`src/rtl/asws_pkg.sv`:
```
// Shared constants, types and tables of the actigraphy sleep/wake scorer.
package asws_pkg;

	// Window, log and wake-bout sizing
	localparam int WINDOW_TAPS = 11;
	localparam int WAKE_BOUT   = 5;
	localparam int LOG_DEPTH   = 1024;
	localparam int LOG_AW      = $clog2(LOG_DEPTH);
	localparam int RING_IW     = $clog2(WINDOW_TAPS);
	localparam int STEPS       = (WINDOW_TAPS > WAKE_BOUT + 1) ? WINDOW_TAPS : WAKE_BOUT + 1;
	localparam int STEP_W      = $clog2(STEPS);

	// Datapath widths
	localparam int ACT_W    = 16;
	localparam int WEIGHT_W = 11;
	localparam int PROD_W   = ACT_W + WEIGHT_W;
	localparam int SUM_W    = 29;
	localparam int THR_W    = 32;
	localparam int OFF_W    = 16;
	localparam int CFG_IW   = 3;
	localparam int CFG_DW   = 30;

	// Item commands
	localparam logic CMD_SCORE = 1'b0;
	localparam logic CMD_START = 1'b1;

	// Configuration register indexes
	typedef enum logic [CFG_IW-1:0] {
		CFG_DARK_LEVEL      = 3'd0,
		CFG_DIM_LEVEL       = 3'd1,
		CFG_MODERATE_LEVEL  = 3'd2,
		CFG_BASE_THRESHOLD  = 3'd3,
		CFG_OFFSET_DARK     = 3'd4,
		CFG_OFFSET_DIM      = 3'd5,
		CFG_OFFSET_MODERATE = 3'd6,
		CFG_OFFSET_BRIGHT   = 3'd7
	} cfg_reg_t;

	// Light classes
	typedef enum logic [1:0] {
		LC_DARK     = 2'd0,
		LC_DIM      = 2'd1,
		LC_MODERATE = 2'd2,
		LC_BRIGHT   = 2'd3
	} lux_class_t;

	// Controller states
	typedef enum logic [1:0] {
		ST_IDLE,
		ST_RUN,
		ST_DRAIN,
		ST_FINISH
	} ctl_state_t;

	// Commands from controller to datapath
	typedef struct packed {
		logic              load;
		logic              step;
		logic [STEP_W-1:0] step_idx;
		logic              finish;
	} dp_cmd_t;

	// Status from datapath to controller
	typedef struct packed {
		logic out_busy;
	} dp_stat_t;

	// Window weights, oldest to newest
	function automatic logic [WEIGHT_W-1:0] tap_weight(input logic [STEP_W-1:0] idx);
		logic [WEIGHT_W-1:0] w;
		case (idx)
			0: w = 11'd404;
			1: w = 11'd598;
			2: w = 11'd326;
			3: w = 11'd441;
			4: w = 11'd1408;
			5: w = 11'd598;
			6: w = 11'd326;
			7: w = 11'd441;
			8: w = 11'd404;
			9: w = 11'd598;
			default: w = 11'd0;
		endcase
		return w;
	endfunction

endpackage

```
`src/rtl/asws_ctrl.sv`:
```
// Controller state machine that sequences one item through the datapath.
module asws_ctrl (
	input  logic               clk,
	input  logic               arst_n,
	input  logic               in_valid,
	input  logic               command,
	output logic               in_ready,
	input  asws_pkg::dp_stat_t stat,
	output asws_pkg::dp_cmd_t  cmd
);

	asws_pkg::ctl_state_t           state_q, state_n;
	logic [asws_pkg::STEP_W-1:0]    cnt_q, cnt_n;

	// State and step counter
	always_ff @(posedge clk or negedge arst_n) begin
		if (!arst_n) begin
			state_q <= asws_pkg::ST_IDLE;
			cnt_q   <= '0;
		end else begin
			state_q <= state_n;
			cnt_q   <= cnt_n;
		end
	end

	// Next state and commands
	always_comb begin
		state_n      = state_q;
		cnt_n        = cnt_q;
		in_ready     = 1'b0;
		cmd.load     = 1'b0;
		cmd.step     = 1'b0;
		cmd.step_idx = cnt_q;
		cmd.finish   = 1'b0;
		case (state_q)
			asws_pkg::ST_IDLE: begin
				in_ready = 1'b1;
				if (in_valid) begin
					cmd.load = 1'b1;
					cnt_n    = '0;
					state_n  = (command == asws_pkg::CMD_START) ? asws_pkg::ST_FINISH
					                                           : asws_pkg::ST_RUN;
				end
			end
			asws_pkg::ST_RUN: begin
				cmd.step = 1'b1;
				if (cnt_q == asws_pkg::STEP_W'(asws_pkg::STEPS - 1)) begin
					state_n = asws_pkg::ST_DRAIN;
				end else begin
					cnt_n = cnt_q + 1'b1;
				end
			end
			asws_pkg::ST_DRAIN: begin
				state_n = asws_pkg::ST_FINISH;
			end
			asws_pkg::ST_FINISH: begin
				if (!stat.out_busy) begin
					cmd.finish = 1'b1;
					state_n    = asws_pkg::ST_IDLE;
				end
			end
			default: begin
				state_n = asws_pkg::ST_IDLE;
			end
		endcase
	end

endmodule

```
`src/rtl/asws_dp.sv`:
```
// Datapath: config registers, activity window, weighted sum, epoch log and session counters.
module asws_dp (
	input  logic                          clk,
	input  logic                          arst_n,
	input  asws_pkg::dp_cmd_t             cmd,
	output asws_pkg::dp_stat_t            stat,
	input  logic                          cfg_we,
	input  logic [asws_pkg::CFG_IW-1:0]   cfg_index,
	input  logic [asws_pkg::CFG_DW-1:0]   cfg_data,
	input  logic                          command,
	input  logic [asws_pkg::ACT_W-1:0]    motion_count,
	input  logic [7:0]                    lux_level,
	input  logic [31:0]                   timestamp,
	output logic                          out_valid,
	input  logic                          out_ready,
	output logic                          asleep,
	output logic [1:0]                    lux_class,
	output logic [15:0]                   sleep_minutes,
	output logic [15:0]                   wake_minutes,
	output logic [15:0]                   dark_sleep_minutes,
	output logic [7:0]                    awakenings,
	output logic [31:0]                   onset_time,
	output logic [31:0]                   offset_time
);

	// Configuration registers
	logic [7:0]                        dark_level_q, dim_level_q, moderate_level_q;
	logic [asws_pkg::CFG_DW-1:0]       base_q;
	logic [asws_pkg::OFF_W-1:0]        off_dark_q, off_dim_q, off_mod_q, off_bright_q;

	// Window and sequencing state
	logic [asws_pkg::ACT_W-1:0]        ring_q [asws_pkg::WINDOW_TAPS];
	logic [asws_pkg::RING_IW-1:0]      pos_q, pos_next, rd_q;
	logic [asws_pkg::LOG_AW-1:0]       epoch_q, log_raddr;
	logic                              log_mem [asws_pkg::LOG_DEPTH];

	// Per-item working registers
	logic                              cmd_q;
	logic [31:0]                       ts_q;
	asws_pkg::lux_class_t              cls_q, cls_n;
	logic [asws_pkg::OFF_W-1:0]        off_sel;
	logic signed [asws_pkg::THR_W-1:0] thr_q;
	logic [asws_pkg::SUM_W-1:0]        acc_q;
	logic                              run_q, prior_q;

	// Multiply stage
	logic [asws_pkg::PROD_W-1:0]       mult;
	logic [asws_pkg::PROD_W-1:0]       prod_s1;
	logic [asws_pkg::STEP_W-1:0]       idx_s1;
	logic                              valid_s1;
	logic                              log_rd_s1;

	// Session state and result
	logic [15:0]                       sleep_q, wake_q, dark_q;
	logic [7:0]                        awake_q;
	logic [31:0]                       first_q, last_q;
	logic                              asleep_q, out_valid_q;
	asws_pkg::lux_class_t              cls_out_q;
	logic                              asleep_n, score_fin, clear_fin, awaken;

	// Write configuration registers
	always_ff @(posedge clk or negedge arst_n) begin
		if (!arst_n) begin
			dark_level_q     <= 8'd10;
			dim_level_q      <= 8'd50;
			moderate_level_q <= 8'd150;
			base_q           <= 30'd1000;
			off_dark_q       <= -16'sd200;
			off_dim_q        <= -16'sd50;
			off_mod_q        <= 16'sd100;
			off_bright_q     <= 16'sd400;
		end else if (cfg_we) begin
			case (asws_pkg::cfg_reg_t'(cfg_index))
				asws_pkg::CFG_DARK_LEVEL:      dark_level_q     <= cfg_data[7:0];
				asws_pkg::CFG_DIM_LEVEL:       dim_level_q      <= cfg_data[7:0];
				asws_pkg::CFG_MODERATE_LEVEL:  moderate_level_q <= cfg_data[7:0];
				asws_pkg::CFG_BASE_THRESHOLD:  base_q           <= cfg_data;
				asws_pkg::CFG_OFFSET_DARK:     off_dark_q       <= cfg_data[15:0];
				asws_pkg::CFG_OFFSET_DIM:      off_dim_q        <= cfg_data[15:0];
				asws_pkg::CFG_OFFSET_MODERATE: off_mod_q        <= cfg_data[15:0];
				asws_pkg::CFG_OFFSET_BRIGHT:   off_bright_q     <= cfg_data[15:0];
				default: ;
			endcase
		end
	end

	// Classify light and pick the threshold offset
	always_comb begin
		if (lux_level < dark_level_q) begin
			cls_n   = asws_pkg::LC_DARK;
			off_sel = off_dark_q;
		end else if (lux_level < dim_level_q) begin
			cls_n   = asws_pkg::LC_DIM;
			off_sel = off_dim_q;
		end else if (lux_level < moderate_level_q) begin
			cls_n   = asws_pkg::LC_MODERATE;
			off_sel = off_mod_q;
		end else begin
			cls_n   = asws_pkg::LC_BRIGHT;
			off_sel = off_bright_q;
		end
	end

	assign pos_next  = (pos_q == asws_pkg::RING_IW'(asws_pkg::WINDOW_TAPS - 1)) ? '0 : pos_q + 1'b1;
	assign mult      = ring_q[rd_q] * asws_pkg::tap_weight(cmd.step_idx);
	assign log_raddr = epoch_q - asws_pkg::LOG_AW'(1) - asws_pkg::LOG_AW'(cmd.step_idx);

	// Finish decision
	assign score_fin = cmd.finish && (cmd_q == asws_pkg::CMD_SCORE);
	assign clear_fin = cmd.finish && (cmd_q == asws_pkg::CMD_START);
	assign asleep_n  = $signed({{(asws_pkg::THR_W - asws_pkg::SUM_W){1'b0}}, acc_q}) < thr_q;
	assign awaken    = !asleep_n && (epoch_q > asws_pkg::LOG_AW'(asws_pkg::WAKE_BOUT))
	                   && run_q && prior_q && (awake_q != 8'hFF);

	// Capture the item, latch timestamp, class and threshold
	always_ff @(posedge clk) begin
		if (cmd.load) begin
			cmd_q <= command;
			ts_q  <= timestamp;
			cls_q <= cls_n;
			thr_q <= $signed({2'b00, base_q})
			         + $signed({{(asws_pkg::THR_W - asws_pkg::OFF_W){off_sel[asws_pkg::OFF_W-1]}},
			                    off_sel});
		end
	end

	// Multiply one tap and read one log bit per step; write the epoch's score to the log on finish
	always_ff @(posedge clk) begin
		if (cmd.step) begin
			prod_s1   <= (cmd.step_idx < asws_pkg::STEP_W'(asws_pkg::WINDOW_TAPS)) ? mult : '0;
			idx_s1    <= cmd.step_idx;
			log_rd_s1 <= log_mem[log_raddr];
		end
		if (score_fin) begin
			log_mem[epoch_q] <= asleep_n;
		end
	end

	// Accumulate products and scan the wake run
	always_ff @(posedge clk) begin
		if (cmd.load) begin
			acc_q   <= '0;
			run_q   <= 1'b1;
			prior_q <= 1'b0;
		end else if (valid_s1) begin
			acc_q <= acc_q + {{(asws_pkg::SUM_W - asws_pkg::PROD_W){1'b0}}, prod_s1};
			if (idx_s1 < asws_pkg::STEP_W'(asws_pkg::WAKE_BOUT)) begin
				run_q <= run_q & ~log_rd_s1;
			end
			if (idx_s1 == asws_pkg::STEP_W'(asws_pkg::WAKE_BOUT)) begin
				prior_q <= log_rd_s1;
			end
		end
	end

	// Window pointers, ring and session state
	always_ff @(posedge clk or negedge arst_n) begin
		if (!arst_n) begin
			for (int i = 0; i < asws_pkg::WINDOW_TAPS; i++) ring_q[i] <= '0;
			pos_q     <= '0;
			rd_q      <= '0;
			valid_s1  <= 1'b0;
			epoch_q   <= '0;
			sleep_q   <= '0;
			wake_q    <= '0;
			dark_q    <= '0;
			awake_q   <= '0;
			first_q   <= '0;
			last_q    <= '0;
			asleep_q  <= 1'b0;
			cls_out_q <= asws_pkg::LC_DARK;
			out_valid_q <= 1'b0;
		end else begin
			valid_s1 <= cmd.step;
			// Push the count and point the read pointer at the oldest entry
			if (cmd.load && command == asws_pkg::CMD_SCORE) begin
				ring_q[pos_q] <= motion_count;
				pos_q         <= pos_next;
				rd_q          <= pos_next;
			end else if (cmd.step) begin
				rd_q <= (rd_q == asws_pkg::RING_IW'(asws_pkg::WINDOW_TAPS - 1)) ? '0 : rd_q + 1'b1;
			end
			// Drop the session on a start item
			if (clear_fin) begin
				for (int i = 0; i < asws_pkg::WINDOW_TAPS; i++) ring_q[i] <= '0;
				pos_q     <= '0;
				epoch_q   <= '0;
				sleep_q   <= '0;
				wake_q    <= '0;
				dark_q    <= '0;
				awake_q   <= '0;
				first_q   <= '0;
				last_q    <= '0;
				asleep_q  <= 1'b0;
				cls_out_q <= asws_pkg::LC_DARK;
			end
			// Score the epoch and advance the counters
			if (score_fin) begin
				asleep_q  <= asleep_n;
				cls_out_q <= cls_q;
				epoch_q   <= (epoch_q == asws_pkg::LOG_AW'(asws_pkg::LOG_DEPTH - 1)) ? '0 : epoch_q + 1'b1;
				if (asleep_n) begin
					if (first_q == 32'd0) first_q <= ts_q;
					last_q <= ts_q;
					if (sleep_q != 16'hFFFF) sleep_q <= sleep_q + 1'b1;
					if (cls_q == asws_pkg::LC_DARK && dark_q != 16'hFFFF) dark_q <= dark_q + 1'b1;
				end else begin
					if (wake_q != 16'hFFFF) wake_q <= wake_q + 1'b1;
					if (awaken) awake_q <= awake_q + 1'b1;
				end
			end
			// Hold the result until taken
			if (cmd.finish) begin
				out_valid_q <= 1'b1;
			end else if (out_ready) begin
				out_valid_q <= 1'b0;
			end
		end
	end

	assign stat.out_busy      = out_valid_q && !out_ready;
	assign out_valid          = out_valid_q;
	assign asleep             = asleep_q;
	assign lux_class          = cls_out_q;
	assign sleep_minutes      = sleep_q;
	assign wake_minutes       = wake_q;
	assign dark_sleep_minutes = dark_q;
	assign awakenings         = awake_q;
	assign onset_time         = first_q;
	assign offset_time        = last_q;

endmodule

```
`src/rtl/actigraphy_sleep_wake_scorer_top.sv`:
```
// Actigraphy sleep/wake scorer: one item is taken at a time. A scoring item steps through the
// RUN, DRAIN and FINISH states before its result is valid and the next item is taken; a start
// item goes straight to FINISH. The single shared tap multiplier walks the 11-entry window,
// one tap per cycle, while the epoch log is read one bit per cycle alongside.
// Reset loads the register defaults and clears window, counters and times at once;
// the epoch log needs no clearing pass and an item can be taken right after reset.
module actigraphy_sleep_wake_scorer_top (
	input  logic                        clk,
	input  logic                        arst_n,
	input  logic                        cfg_we,
	input  logic [asws_pkg::CFG_IW-1:0] cfg_index,
	input  logic [asws_pkg::CFG_DW-1:0] cfg_data,
	input  logic                        in_valid,
	output logic                        in_ready,
	input  logic                        command,
	input  logic [15:0]                 motion_count,
	input  logic [7:0]                  lux_level,
	input  logic [31:0]                 timestamp,
	output logic                        out_valid,
	input  logic                        out_ready,
	output logic                        asleep,
	output logic [1:0]                  lux_class,
	output logic [15:0]                 sleep_minutes,
	output logic [15:0]                 wake_minutes,
	output logic [15:0]                 dark_sleep_minutes,
	output logic [7:0]                  awakenings,
	output logic [31:0]                 onset_time,
	output logic [31:0]                 offset_time
);

	asws_pkg::dp_cmd_t  cmd;
	asws_pkg::dp_stat_t stat;

	// Sequencer
	asws_ctrl u_ctrl (
		.clk      (clk),
		.arst_n   (arst_n),
		.in_valid (in_valid),
		.command  (command),
		.in_ready (in_ready),
		.stat     (stat),
		.cmd      (cmd)
	);

	// Scoring datapath
	asws_dp u_dp (
		.clk                (clk),
		.arst_n             (arst_n),
		.cmd                (cmd),
		.stat               (stat),
		.cfg_we             (cfg_we),
		.cfg_index          (cfg_index),
		.cfg_data           (cfg_data),
		.command            (command),
		.motion_count       (motion_count),
		.lux_level          (lux_level),
		.timestamp          (timestamp),
		.out_valid          (out_valid),
		.out_ready          (out_ready),
		.asleep             (asleep),
		.lux_class          (lux_class),
		.sleep_minutes      (sleep_minutes),
		.wake_minutes       (wake_minutes),
		.dark_sleep_minutes (dark_sleep_minutes),
		.awakenings         (awakenings),
		.onset_time         (onset_time),
		.offset_time        (offset_time)
	);

endmodule
```
`config.mk`:
```
export PLATFORM = sky130hd
export DESIGN_NAME = actigraphy_sleep_wake_scorer_top
export DESIGN_NICKNAME = d
export VERILOG_FILES = /design/src/rtl/asws_pkg.sv /design/src/rtl/asws_ctrl.sv /design/src/rtl/asws_dp.sv /design/src/rtl/actigraphy_sleep_wake_scorer_top.sv
export SDC_FILE = /design/constraint.sdc
export NUM_CORES = 2
export LEC_CHECK = 0
export BUFFER_PORTS_ARGS = -buffer_cell sky130_fd_sc_hd__buf_2
export CORE_UTILIZATION = 50
export DETAILED_ROUTE_END_ITERATION = 10
export PLACE_DENSITY = 0.77
export SLEW_MARGIN = 30
export SYNTH_ARGS = -nofsm -noshare
export SYNTH_HDL_FRONTEND = slang
export SYNTH_SLANG_ARGS = --single-unit
```
`constraint.sdc`:
```
create_clock -name clk -period 39.4 [get_ports clk]
set_input_delay 3.94 -clock clk [delete_from_list [all_inputs] [get_ports clk]]
set_output_delay 3.94 -clock clk [all_outputs]
set_load 0.005 [all_outputs]
```
# Yosys cells after proc, flatten, opt, wreduce, memory -nomap -nowiden
# Memory sizes are Yosys's and may differ from the RTL's. A register that Yosys moved wholly into a read port is not among the register bits.
# Index checks and enable logic that the tools add are counted.
# classes
add_sub_neg	12
multipliers	1
magnitude_cmp	10
eq_ne	23
muxes	67
bitwise_logic	6
n_reduce_logical	34
# ops
op	n
176-bit 2-to-1 mux	2
16-bit 2-to-1 mux	18
32-bit 2-to-1 mux	7
176-bit bitwise mux	1
16-bit binary-select mux with 4-bit select	1
16-bit demux with 4-bit select	1
16-bit by 1-bit adder with 16-bit output (second input constant)	3
16-bit != test (second input constant)	3
31-bit by 16-bit adder with 32-bit output	1
32-bit logical NOT	1
30-bit by 32-bit < comparator with 1-bit output	1
4-bit 2-to-1 mux	8
8-bit 2-to-1 mux	4
10-bit 2-to-1 mux	3
29-bit by 27-bit adder with 29-bit output	1
16-bit by 11-bit multiplier with 27-bit output	1
8-bit < comparator	3
2-bit AND reduction	10
1-bit 2-to-1 mux	14
4-bit by 1-bit adder with 4-bit output (second input constant)	3
3-bit == test (second input constant)	4
4-bit == test (second input constant)	3
2-bit 2-to-1 mux	6
10-bit by 1-bit adder with 10-bit output (second input constant)	1
other kinds (29)	53
# word_totals
register_bits	572
mem_bits_rw	1024
romBits	176
out_inout_bits	125
n_memories	2
# mem_list
name	words	word_bits	rd	rd_ports_with_merged_regs	wr	line	rtl
u_dp.log_mem	1024	1	1	1	1	asws_dp.sv:35	logic log_mem [asws_pkg::LOG_DEPTH];
(name not given)	16	11	1	0	0	asws_pkg.sv:71	case (idx)

# Longest topological paths before layout
# depth
depth_word	9
depth_mapped	30
depth_no_buf	27

# Hierarchy
# Synthesis repeated with hierarchy kept, for this count alone.
# unflattened
hier_cells	6339
area_unflattened_um2	78589.1
# by_module_without_submodules
mod	n_inst	cells_each	area_each_um2
asws_dp	1	6297	78162.5
asws_ctrl	1	42	426.7

# Worst setup path before layout
# No wires, ideal clock.
# synth_path
path_kind	register to register
from	register u_dp.thr_q[17] in the netlist's numbering
to	memory u_dp.log_mem[0] (data pin)
setup_ns	3.484
arrival_ns	17.624
slack_ns	18.292
stages_incl_launch_ff	12
cell_sequence	edfxtp_1 -> inv_1 -> ha_1 -> a21o_1 -> a21o_1 -> a21oi_1 -> o21ai_0 -> or3_1 -> a31o_2 -> a211o_1 -> inv_2 -> clkbuf_1
# synth_via
elab_chain_cells	1
# synth_lines
item	line	rtl
from (decl)	asws_dp.sv:42	logic signed [asws_pkg::THR_W-1:0] thr_q;
from (signal assigned)	asws_dp.sv:121	thr_q <= $signed({2'b00, base_q})
30-bit by 32-bit < comparator with 1-bit output	asws_dp.sv:111	assign asleep_n = $signed({{(asws_pkg::THR_W - asws_pkg::SUM_W){1'b0}}, acc_q}) < thr_q;
named net u_dp.asleep_n	asws_dp.sv:59	logic asleep_n, score_fin, clear_fin, awaken;
to (decl)	asws_dp.sv:35	
# The timed path passes the listed nets, and every way through them passes these cells.

# Worst setup path after layout
# layout_path
from	input port lux_level[1]
to	register u_dp.thr_q[24] in the netlist's numbering (data pin)
# layout_via
elab_chain_cells	5
# layout_lines
item	line	rtl
from (decl)	actigraphy_sleep_wake_scorer_top.sv:17	input logic [7:0] lux_level,
8-bit < comparator	asws_dp.sv:95	end else if (lux_level < moderate_level_q) begin
16-bit 2-to-1 mux	asws_dp.sv:95	
16-bit 2-to-1 mux	asws_dp.sv:92	end else if (lux_level < dim_level_q) begin
16-bit 2-to-1 mux (*)	asws_dp.sv:89	if (lux_level < dark_level_q) begin
31-bit by 16-bit adder with 32-bit output (*)	asws_dp.sv:122	+ $signed({{(asws_pkg::THR_W - asws_pkg::OFF_W){off_sel[asws_pkg::OFF_W-1]}},
# Every way passes the cells marked *; elsewhere a longest branch is shown, timed or not.
# A chain may end at the register's enable or synchronous reset.

==> run_results.csv <==
group,metric,value,unit
place,gp_congestion,0.906,
global_routing,grt_usage,25.7,%
yosys,synthSimpleGateAreaFrac,11.7,%
cells_and_area,drive_gt1_share,18.6,%
setup_path,critPathKind,"in -> reg",
routing,wl,203,mm
clock_network,cts_resized,0,
yosys,synth-edff-count,1123,
setup_path,crit_chain,"buf_2 -> ha_1 -> a21oi_1 -> nor2b_1 -> o21ai_0 -> a21oi_1 -> o211ai_1 -> nand2_1 -> buf_4 -> nand2_2 -> a211oi_1 -> a21oi_1 -> ha_1 -> fa_1 -> a211oi_1 -> nor2_1 -> a2111o_1 -> a21oi_1 -> o21ai_1 -> a41o_1 -> o31a_1 -> or2_1 -> a221oi_1 -> xnor2_1",
yosys,synth-seq-area-share,58.4,%
routing,ant_nets,0,
clock_network,clkTransAtPathRegs,0.07,ns
floorplanning,initial_core_util,50.5,%
timing,fin_crit,8.71,ns
setup_path,cp.required,39.95,ns
timing,hold_ws,0.475,ns
global_routing,grt_pass1_vias,51638,
timing,clock.fmax,115,MHz
setup_path,cp.arrival,9.26,ns
cells_and_area,layout_common_cells,"nor2_1 (1264), edfxtp_1 (1123), dfrtp_1 (397)",
timing,worstMarginPinSlew,1.14,ns
global_routing,grt_overflow,0,
routing,detail_route.wl_per_cell,24.3,µm
job,maxCapViolations,0,
setup_path,worstSetupEndpointType,"flop",
routing,first_iter_violations,6282,
timing,totalNegativeSetupSlack,0,ns
routing,drtPass1Iterations,6,
setup_path,crit_slowest_cell,"nand2_2",
floorplanning,num_rows,144,
yosys,synthCells,6121,
setup_path,max_stage_delay,0.45,ns
timing,rsz0062_at_grt,"false",
floorplanning,die_area,0.157,mm²
yosys,syn_nets,6538,
routing,avgViaCountPerCell,6.16,
power_and_ir_drop,powerDensity,76.6,mW/mm²
timing,period_share,22.1,%
yosys,synth_xor_area_share,1.05,%
clock_network,cts_hold_buffers,0,
yosys,muxShareOfSynthArea,12.2,%
timing,slew-limit-headroom,23.5,%
timing,fin_skew,0.0441,ns
power_and_ir_drop,vdd_drop_max,0.121,mV
yosys,syn_area,0.0778,mm²
clock_network,cts_setup_buffers,0,
yosys,synth_compound_area_share,6.64,%
clock_network,cts_tree,"done",
yosys,ys_ff_latch,1597,
worst_hold_path,hold_path.class,"reg -> reg",
timing,drv_slew,0,
global_routing,antenna_found_initial,3,
floorplanning,pin_count,220,
cells_and_area,nNetsFinal,6597,
floorplanning,die_x,397,µm
cells_and_area,final_common_cell,"nor2_1",
setup_path,cp_max_fo,30,
timing,setup_viol,0,
yosys,synthArstFlopShare,27.7,%
global_routing,grt_pass1_wl,308,mm
clock_network,cts_sinks,1597,
yosys,synthDistinctLibCells,92,
place,place_area,0.0811,mm²
yosys,synthAdderAreaFrac,6.41,%
floorplanning,core,0.154,mm²
floorplanning,die_h,397,µm
clock_network,root_buffer,"clkbuf_16",
power_and_ir_drop,leakagePower,32.2,nW
place,io_buffer_count,219,
routing,drc,0,
cells_and_area,stdcell_area,0.0866,mm²
timing,hold_viol,0,
global_routing,grt_max_degree,285,
clock_network,clock_path_buffers,3,
cells_and_area,num_antenna_cells,0,
yosys,ys_warn_count,0,
routing,vias,51483,
yosys,synth_top_family_by_area,"multiplexers",
clock_network,worstSkewPairLatency,0.80,ns
clock_network,numCtsBuffers,157,
place,dp_hpwl,121,mm
clock_network,cts_htree_levels,4,
yosys,syn_avg_cell_area,12.7,µm²
outcome,outcome,"completed",
setup_path,cpMostUsedCell,"a21oi_1",
cells_and_area,areaGrowthSynthToFinish,11.2,%
yosys,ys.flop_type,"edfxtp_1",
setup_path,cp-start-kind,"input port",
-- state kept, by name (all words and copies together) (netlist names), 27 cells and up --
name and count:
u_dp.offset_time 32, u_dp.base_q 30, u_dp.log_mem 1024, u_dp.ts_q 32
u_dp.thr_q 32, u_dp.onset_time 32, u_dp.prod_s1 27, u_dp.ring_q 176
u_dp.acc_q 29
-- per-layer routing --
layer	vias up	track usage, %	routed length [µm]
met5	-	0	34
met4	4	9.17	7030
met3	473	5.94	21400
met2	2722	41.2	96500
met1	26067	34.3	77700
li1	22217	-	-
-- per-stage QoR --
stage / worst slack, ns / util [%] / power (mW) / std cells
after global routing: 30.15 / 56.1 / 6.90 / 8352
after detailed placement: 29.50 / 52.6 / 5.07 / 8061
final: 30.69 / 56.1 / 6.63 / 8352
after floorplan: 18.29 / - / 4.32 / 6121
after global placement: 29.58 / 52.5 / 5.02 / 8056
after CTS: 30.34 / 56.0 / 6.62 / 8348
-- path summary, 6_finish.rpt --
| check | start | end | slack (ns) | cells after the start |
|---|---|---|---|---|
| min in group asynchronous | arst_n | u_dp.base_q[27] | 2.99 | 1 |
| max in group asynchronous | arst_n | u_dp.ring_q[34] | 34.17 | 4 |
| hold / removal | u_dp.ts_q[23] | u_dp.offset_time[23] | 0.47 | 2 |
| setup / recovery | lux_level[1] | u_dp.thr_q[24] | 30.69 | 24 |
| hold reg to reg | u_dp.ts_q[23] | u_dp.offset_time[23] | 0.47 | 2 |
| setup reg to reg | u_dp.rd_q[0] | u_dp.prod_s1[20] | 31.13 | 28 |
-- synth_stat cells (all sizes together), types with 61 or more instances --
cell type	instances	area share, %
ha	194	3.1
a22o	198	2.2
nor2	1268	6.1
mux2i	93	1.2
mux4	327	9.5
a21oi	143	0.92
inv	263	1.3
nor3	71	0.46
nand2	392	1.9
fa	128	3.3
mux2	110	1.6
o21ai	124	0.80
edfxtp	1123	43
xnor2	61	0.69
buf	77	0.50
clkbuf	359	1.7
nand3	150	0.96
dfrtp	398	13
-- worst max-delay path: cells and delay by family --
kind / cells / cell delay (ns)
compound gates: 13 / 2.80
simple gates: 5 / 0.99
fa+ha+maj: 3 / 0.98
buf+inv: 2 / 0.44
xor+xnor: 1 / 0.10
-- final cells by class --
type                            count  area (µm²)
Tap cell                         2044        2560
Fill cell                       12120       67600
Multi-Input combinational cell   3822       30100
Clock inverter                     74         977
Timing Repair Buffer              337        2170
Clock buffer                      213        4270
Sequential cell                  1597       45500
Inverter                          265        1000
-- where the power goes --
part,internal (mW),switching [mW]
Clock,0.875,0.662
Combinational,1.21,1.72
Sequential,2.05,0.117
Total,4.13,2.50
-- logic make-up (layout without fill, tap and decap cells) --
kind of cell	count (synthesis)	after routing
mux	530	530
flops	1597	1597
buf+inv	702	889
simple gates	2149	2149
fa+ha+maj	322	322
xor+xnor	93	93
compound gates	728	728
(Power assumes the default switching activity.)
